**src/rtl/core/color_temperature_to_rgb_defines.svh**
```systemverilog
// Assertion macros shared by the colour temperature converter modules.
// Each user module must provide signals named clock and reset.
`ifndef COLOR_TEMPERATURE_TO_RGB_DEFINES_SVH
`define COLOR_TEMPERATURE_TO_RGB_DEFINES_SVH

// A condition that must hold at every clock edge outside reset.
`define CTR_ASSERT_ALWAYS(label, cond) \
   label: assert property (@(posedge clock) disable iff (reset) (cond)) \
      else $error("invariant violated");

// A trigger that must be followed by a condition in the next cycle.
`define CTR_ASSERT_NEXT(label, trig, cond) \
   label: assert property (@(posedge clock) disable iff (reset) (trig) |=> (cond)) \
      else $error("next-cycle check violated");

`endif

```
**src/rtl/core/ctr_pkg.sv**
```systemverilog
// Package for the colour temperature to RGB converter: constants, types and
// the elaboration-time helpers for the logarithm and power pipelines.
// Depends on nothing.
package ctr_pkg;

   // Fixed-point layout of the internal arithmetic.
   localparam int QBITS             = 28;
   localparam int FRAC_BITS_DEFAULT = 12;
   localparam int LEVEL_W           = 13;
   localparam int LOG_STEPS         = 28;
   localparam int EXP_STEPS         = 28;

   // Temperature thresholds in kelvin.
   localparam logic [15:0] K_MIN         = 16'd1000;
   localparam logic [15:0] K_MAX         = 16'd40000;
   localparam logic [15:0] K_SPLIT       = 16'd6600;
   localparam logic [15:0] K_BLUE_ZERO   = 16'd1900;
   localparam logic [15:0] K_POWER_SHIFT = 16'd6000;
   localparam logic [15:0] K_BLUE_SHIFT  = 16'd1000;

   // Curve coefficients in Q28.
   localparam logic [31:0] LN2_Q28 = 32'd186065280;
   localparam logic [31:0] GA_Q28  = 32'd104711726;
   localparam logic [31:0] GB_Q28  = 32'd169608646;
   localparam logic [31:0] RA_Q28  = 32'd347069915;
   localparam logic [31:0] RE_Q28  = 32'd35756880;
   localparam logic [31:0] HA_Q28  = 32'd303302769;
   localparam logic [31:0] HE_Q28  = 32'd20270863;
   localparam logic [31:0] BA_Q28  = 32'd145815962;
   localparam logic [31:0] BB_Q28  = 32'd321117012;

   localparam logic signed [33:0] ONE_Q   = 34'sd268435456;
   localparam logic [31:0]        TWO_Q28 = 32'd536870912;

   // Control flags that travel alongside each request.
   typedef struct packed {
      logic valid;
      logic low_temp;
      logic blue_full;
      logic blue_zero;
   } ctrl_type;

   // One result triple.
   typedef struct packed {
      logic [LEVEL_W-1:0] red;
      logic [LEVEL_W-1:0] green;
      logic [LEVEL_W-1:0] blue;
   } levels_type;

   // Floor square root, used only at elaboration to build the power factors.
   function automatic logic [63:0] ctr_isqrt64(input logic [63:0] x_arg);
      logic [63:0] x;
      logic [63:0] res;
      logic [63:0] bv;
      x   = x_arg;
      res = '0;
      bv  = 64'd1 << 62;
      for (int i = 0; i < 32; i++) begin
         if (x >= res + bv) begin
            x   = x - (res + bv);
            res = (res >> 1) + bv;
         end else begin
            res = res >> 1;
         end
         bv = bv >> 2;
      end
      return res;
   endfunction

   // Factor 2^(2^-(step+1)) in Q30, by repeated floor square roots from 2.0.
   function automatic logic [30:0] ctr_exp2_factor(input int step);
      logic [63:0] s;
      s = 64'd1 << 31;
      for (int i = 0; i <= step; i++) begin
         s = ctr_isqrt64(s << 30);
      end
      return s[30:0];
   endfunction

   // Base-two logarithm in Q28 by repeated squaring, for constants only.
   function automatic logic [31:0] ctr_log2_q28(input logic [15:0] n);
      logic [15:0] nn;
      logic [3:0]  p;
      logic [63:0] m;
      logic [27:0] frac;
      nn = (n == 16'd0) ? 16'd1 : n;
      p  = '0;
      for (int i = 0; i < 16; i++) begin
         if (nn[i]) p = 4'(i);
      end
      m    = 64'(nn) << (30 - int'(p));
      frac = '0;
      for (int k = QBITS - 1; k >= 0; k--) begin
         m = (m * m) >> 30;
         if (m >= (64'd1 << 31)) begin
            m       = m >> 1;
            frac[k] = 1'b1;
         end
      end
      return {p, frac};
   endfunction

   localparam logic [31:0] LOG2_100_Q28 = ctr_log2_q28(16'd100);

   // Clamp a Q28 value to [0, 1.0] and round half up to the output format.
   function automatic logic [LEVEL_W-1:0] ctr_to_level(input logic signed [33:0] q,
                                                      input int frac_bits);
      logic [29:0] c;
      logic [29:0] r;
      if (q < 0) begin
         c = '0;
      end else if (q > ONE_Q) begin
         c = 30'(ONE_Q);
      end else begin
         c = q[29:0];
      end
      r = (c + (30'd1 << (QBITS - frac_bits - 1))) >> (QBITS - frac_bits);
      return r[LEVEL_W-1:0];
   endfunction

endpackage

```
**src/rtl/core/ctr_out_buf.sv**
```systemverilog
// Output register with a one-entry skid stage for the result channel.
// Depends on ctr_pkg and the shared assertion macros.
`include "color_temperature_to_rgb_defines.svh"

module ctr_out_buf
   import ctr_pkg::*;
(
   input  logic       clock,
   input  logic       reset,
   input  logic       in_valid,
   input  levels_type in_levels,
   output logic       in_ready,
   output logic       out_valid,
   output levels_type out_levels,
   input  logic       out_ready
);

   logic       out_valid_ff;
   logic       out_valid_in;
   logic       skid_valid_ff;
   logic       skid_valid_in;
   levels_type out_data_ff;
   levels_type out_data_in;
   levels_type skid_data_ff;
   levels_type skid_data_in;

   // The pipeline may advance whenever the skid entry is free.
   assign in_ready = !skid_valid_ff;

   // Refill the output register when it empties; park a request when it stalls.
   always_comb begin
      out_valid_in  = out_valid_ff;
      out_data_in   = out_data_ff;
      skid_valid_in = skid_valid_ff;
      skid_data_in  = skid_data_ff;
      if (!out_valid_ff || out_ready) begin
         if (skid_valid_ff) begin
            out_valid_in  = 1'b1;
            out_data_in   = skid_data_ff;
            skid_valid_in = 1'b0;
         end else begin
            out_valid_in = in_valid;
            out_data_in  = in_levels;
         end
      end else if (in_valid && !skid_valid_ff) begin
         skid_valid_in = 1'b1;
         skid_data_in  = in_levels;
      end
   end

   always_ff @(posedge clock) begin
      if (reset) begin
         out_valid_ff  <= 1'b0;
         skid_valid_ff <= 1'b0;
      end else begin
         out_valid_ff  <= out_valid_in;
         skid_valid_ff <= skid_valid_in;
      end
   end

   always_ff @(posedge clock) begin
      out_data_ff  <= out_data_in;
      skid_data_ff <= skid_data_in;
   end

   assign out_valid  = out_valid_ff;
   assign out_levels = out_data_ff;

   // The skid entry is only ever filled behind a held output.
   `CTR_ASSERT_ALWAYS(a_skid_behind_out, !skid_valid_ff || out_valid_ff)
   `CTR_ASSERT_NEXT(a_stall_fills_skid, out_valid_ff && !out_ready && in_valid && !skid_valid_ff, skid_valid_ff)
   `CTR_ASSERT_NEXT(a_skid_drains, skid_valid_ff && out_ready, out_valid_ff && !skid_valid_ff)

endmodule

```
**config.mk**
```make
export PLATFORM = sky130hd
export DESIGN_NAME = ctr_out_buf
export DESIGN_NICKNAME = d
export VERILOG_FILES = /design/src/rtl/core/ctr_pkg.sv /design/src/rtl/core/ctr_out_buf.sv
export VERILOG_INCLUDE_DIRS = /design/src /design/src/rtl/core
export SDC_FILE = /design/constraint.sdc
export NUM_CORES = 1
export LEC_CHECK = 0
export ABC_AREA = 1
export ABC_CLOCK_PERIOD_IN_PS = 4600
export BUFFER_PORTS_ARGS = -buffer_cell sky130_fd_sc_hd__buf_2
export CAP_MARGIN = 20
export CORE_MARGIN = 3
export CORE_UTILIZATION = 45
export CTS_BUF_LIST = sky130_fd_sc_hd__clkbuf_8
export DETAILED_ROUTE_END_ITERATION = 16
export PLACE_DENSITY = 0.74
export REMOVE_ABC_BUFFERS = 1
export SLEW_MARGIN = 30
export SYNTH_ARGS = -nofsm -noshare
export SYNTH_HDL_FRONTEND = slang
export SYNTH_SLANG_ARGS = --single-unit
export TNS_END_PERCENT = 1
```
**constraint.sdc**
```tcl
create_clock -name clock -period 4.6 [get_ports clock]
set_input_delay 0.92 -clock clock [delete_from_list [all_inputs] [get_ports clock]]
set_output_delay 0.92 -clock clock [all_outputs]
set_load 0.01 [all_outputs]
```
==> flow_metrics.py <==
metrics = {
    "status": {
        "outcome": "completed",
    },
    "synth": {
        "yosysSeqAreaShare_pct": 78.2,
        "synth-seq-cells": 80,
        "synthTopCellsByArea": "edfxtp_1, nand2_1, nand2_2, buf_6, clkbuf_8",
        "synthDistinctLibCells": 12,
        "yosys_warnings": 0,
        "synth_top_area_cell": "edfxtp_1",
        "syn-mean-instance-area_um2": 14.0,
        "synth_area_mm2": 0.00305,
        "synth_top_area_share_pct": 76.9,
        "syn_inst": 217,
    },
    "clock_tree": {
        "hold_buffers": 0,
        "cts_buffers": 9,
        "cts.sinks": 80,
        "clk_latency_ns": 0.33,
        "cts_tree": "built",
        "clkTransAtPathRegs_ns": 0.07,
        "cts.path.max_buffers": 2,
        "htree_num_levels": 3,
        "cts_resized": 0,
        "post_cts_buffers": 0,
        "cts_root_buf": "clkbuf_8",
    },
    "placed_design": {
        "dp_cells": 369,
        "io_buffers": 83,
        "post-place-ws_ns": 1.65,
        "gp_congestion": 0.673,
        "dp_hpwl_um": 3440,
    },
    "layout": {
        "final_cell_mix": "nand2_1, buf_2, edfxtp_1",
        "regArea_mm2": 0.00238,
        "nets": 346,
        "fillCellCount": 554,
        "area_delta_synth_final_pct": 20.2,
        "final_core_util_pct": 56.7,
        "diodes": 0,
        "multi_input_area_um2": 534,
        "fin_cells": 385,
        "final_common_cell": "nand2_1",
        "drive_gt1_share_pct": 39.6,
    },
    "power": {
        "leakagePower_uw": 0.00158,
        "internal-power_uw": 1140,
        "p_comb_share_pct": 7.7,
        "p_sw_uw": 314,
        "swShare_pct": 21.6,
        "seqPwrFrac_pct": 59.2,
        "ir_drop_mv": 0.249,
        "clock_power_share_pct": 33.1,
        "power_per_cell_area_mw_per_mm2": 396,
    },
    "global_routing": {
        "antenna_found_initial": 0,
        "grt_pass1_vias": 1723,
        "overflow": 0,
        "grt_max_degree": 43,
        "grtUsageTotal_pct": 14.1,
        "grt_first_pass_wirelength_um": 7980,
    },
    "sta": {
        "slew_viol_final": 0,
        "timing.hold.ws_ns": 0.519,
        "rsz0062_at_grt": "false",
        "fin_crit_ns": 2.60,
        "slew_headroom_pct": 44.9,
        "fmax_ghz": 0.384,
        "clock_skew_ns": 0.00773,
        "finalHoldViolations": 0,
        "tns_ns": 0,
        "fin_ws_ns": 2.00,
        "setup_viol_count_final": 0,
        "fin_crit_sh_pct": 56.6,
        "worst_pin_slew_ns": 0.826,
    },
    "floorplan": {
        "core_mm2": 0.00646,
        "die_w_um": 88.3,
        "die_y_um": 88.3,
        "start_util_pct": 47.2,
        "die-area_mm2": 0.00779,
        "pin_count": 84,
        "rows": 29,
    },
    "setup_path": {
        "path_delay_family": "flip-flops",
        "crit_type": "reg -> out",
        "reg2reg_slack_ns": 2.51,
        "path_cells": "inv_8, buf_2",
        "max_stage_delay_ns": 0.87,
        "setup.worst_path.start": "skid_valid_ff",
        "cp-endpoint": "in_ready",
        "slowest_stage": "dfxtp_2",
        "cp.arrival_ns": 1.68,
        "startpoint_type": "register",
        "r2r_end": "skid_data_ff[10]",
        "path_depth": 2,
        "ff2ff_path_depth": 4,
        "worstPathRequired_ns": 3.68,
        "cp-end-kind": "primary output",
        "reg2reg_from": "skid_valid_ff",
        "critical_path_buf_inv_count": 2,
        "cp_max_fo": 42,
    },
    "route": {
        "vias": 1763,
        "ant_nets": 0,
        "drt_iter0_drc": 135,
        "drc": 0,
        "wirelength_um": 5130,
        "drt_pass1_iterations": 4,
        "routedWlPerCell_um": 13.3,
        "routed_via_density": 4.58,
    },
    "job": {
        "maxCapViolations": 0,
    },
    "min_path": {
        "hold_class": "reg -> reg",
    },
}
cell usage after synthesis:
library cell / count
o21ai_0: 1
buf_6: 4
edfxtp_1: 78
buf_12: 2
nand2_2: 19
inv_1: 2
inv_8: 1
nand3_1: 1
dfxtp_1: 2
nor2_1: 3
clkbuf_8: 3
nand2_1: 101
power groups by stage:
stage / sequential [µW] / clock, µW / combinational (µW)
floorplan: 892 / 0 / 32.4
global placement: 875 / 0 / 109
detailed placement: 875 / 0 / 114
CTS: 859 / 492 / 114
global route: 863 / 528 / 126
finish: 859 / 481 / 112
how the worst min path moves through the flow:
stage / from / to / slack [ns] / depth (start not counted)
floorplan: skid_data_ff[3] / out_levels[3] / 0.49 / 2
global placement: out_valid / skid_valid_ff / 0.49 / 2
detailed placement: out_valid / skid_valid_ff / 0.49 / 2
CTS: out_valid / skid_valid_ff / 0.51 / 2
global route: skid_data_ff[14] / out_levels[14] / 0.54 / 2
finish: skid_data_ff[3] / out_levels[3] / 0.52 / 2
stage by stage:
step,instance area [µm²],total power [µW]
finish,3660,1450
global route,3660,1520
CTS,3660,1460
detailed placement,3470,989
global placement,3440,985
floorplan,2920,924
logic make-up (layout without fill, tap and decap cells):
| family | after synthesis | after routing | synth area share (%) |
|---|---|---|---|
| AOI/OAI and AO/OA | 1 | 1 | 0.164 |
| DFF | 80 | 80 | 78.2 |
| buffers and inverters | 12 | 103 | 4.76 |
| and+or+nand+nor | 124 | 124 | 16.9 |
metal layers:
metal	vias to the layer above	global-route usage, %	wire length, µm
li1	899	-	-
met1	795	16.9	2230
met2	65	23.1	2520
met3	4	6.42	339
met4	0	4.12	38
met5	-	0	0
layout make-up:
type | instances | share of cell area (%)
flip-flops and latches | 80 | 65.1
multi-input cells | 125 | 14.6
repair buffers | 84 | 12.1
clock buffers | 9 | 3.38
well taps | 77 | 2.63
clock inverters | 7 | 1.74
inverters | 3 | 0.512
registers in the layout, indices dropped and copies added, names as in the netlist:
name	cells
out_levels	39
skid_valid_ff	1
skid_data_ff	39
out_valid	1
tightest hold or removal path: stages, from the launching register on:
cell	delay [ns]
edfxtp_1	0.32
nand2_1	0.05
nand2_1	0.05
(Power assumes the default switching activity.)
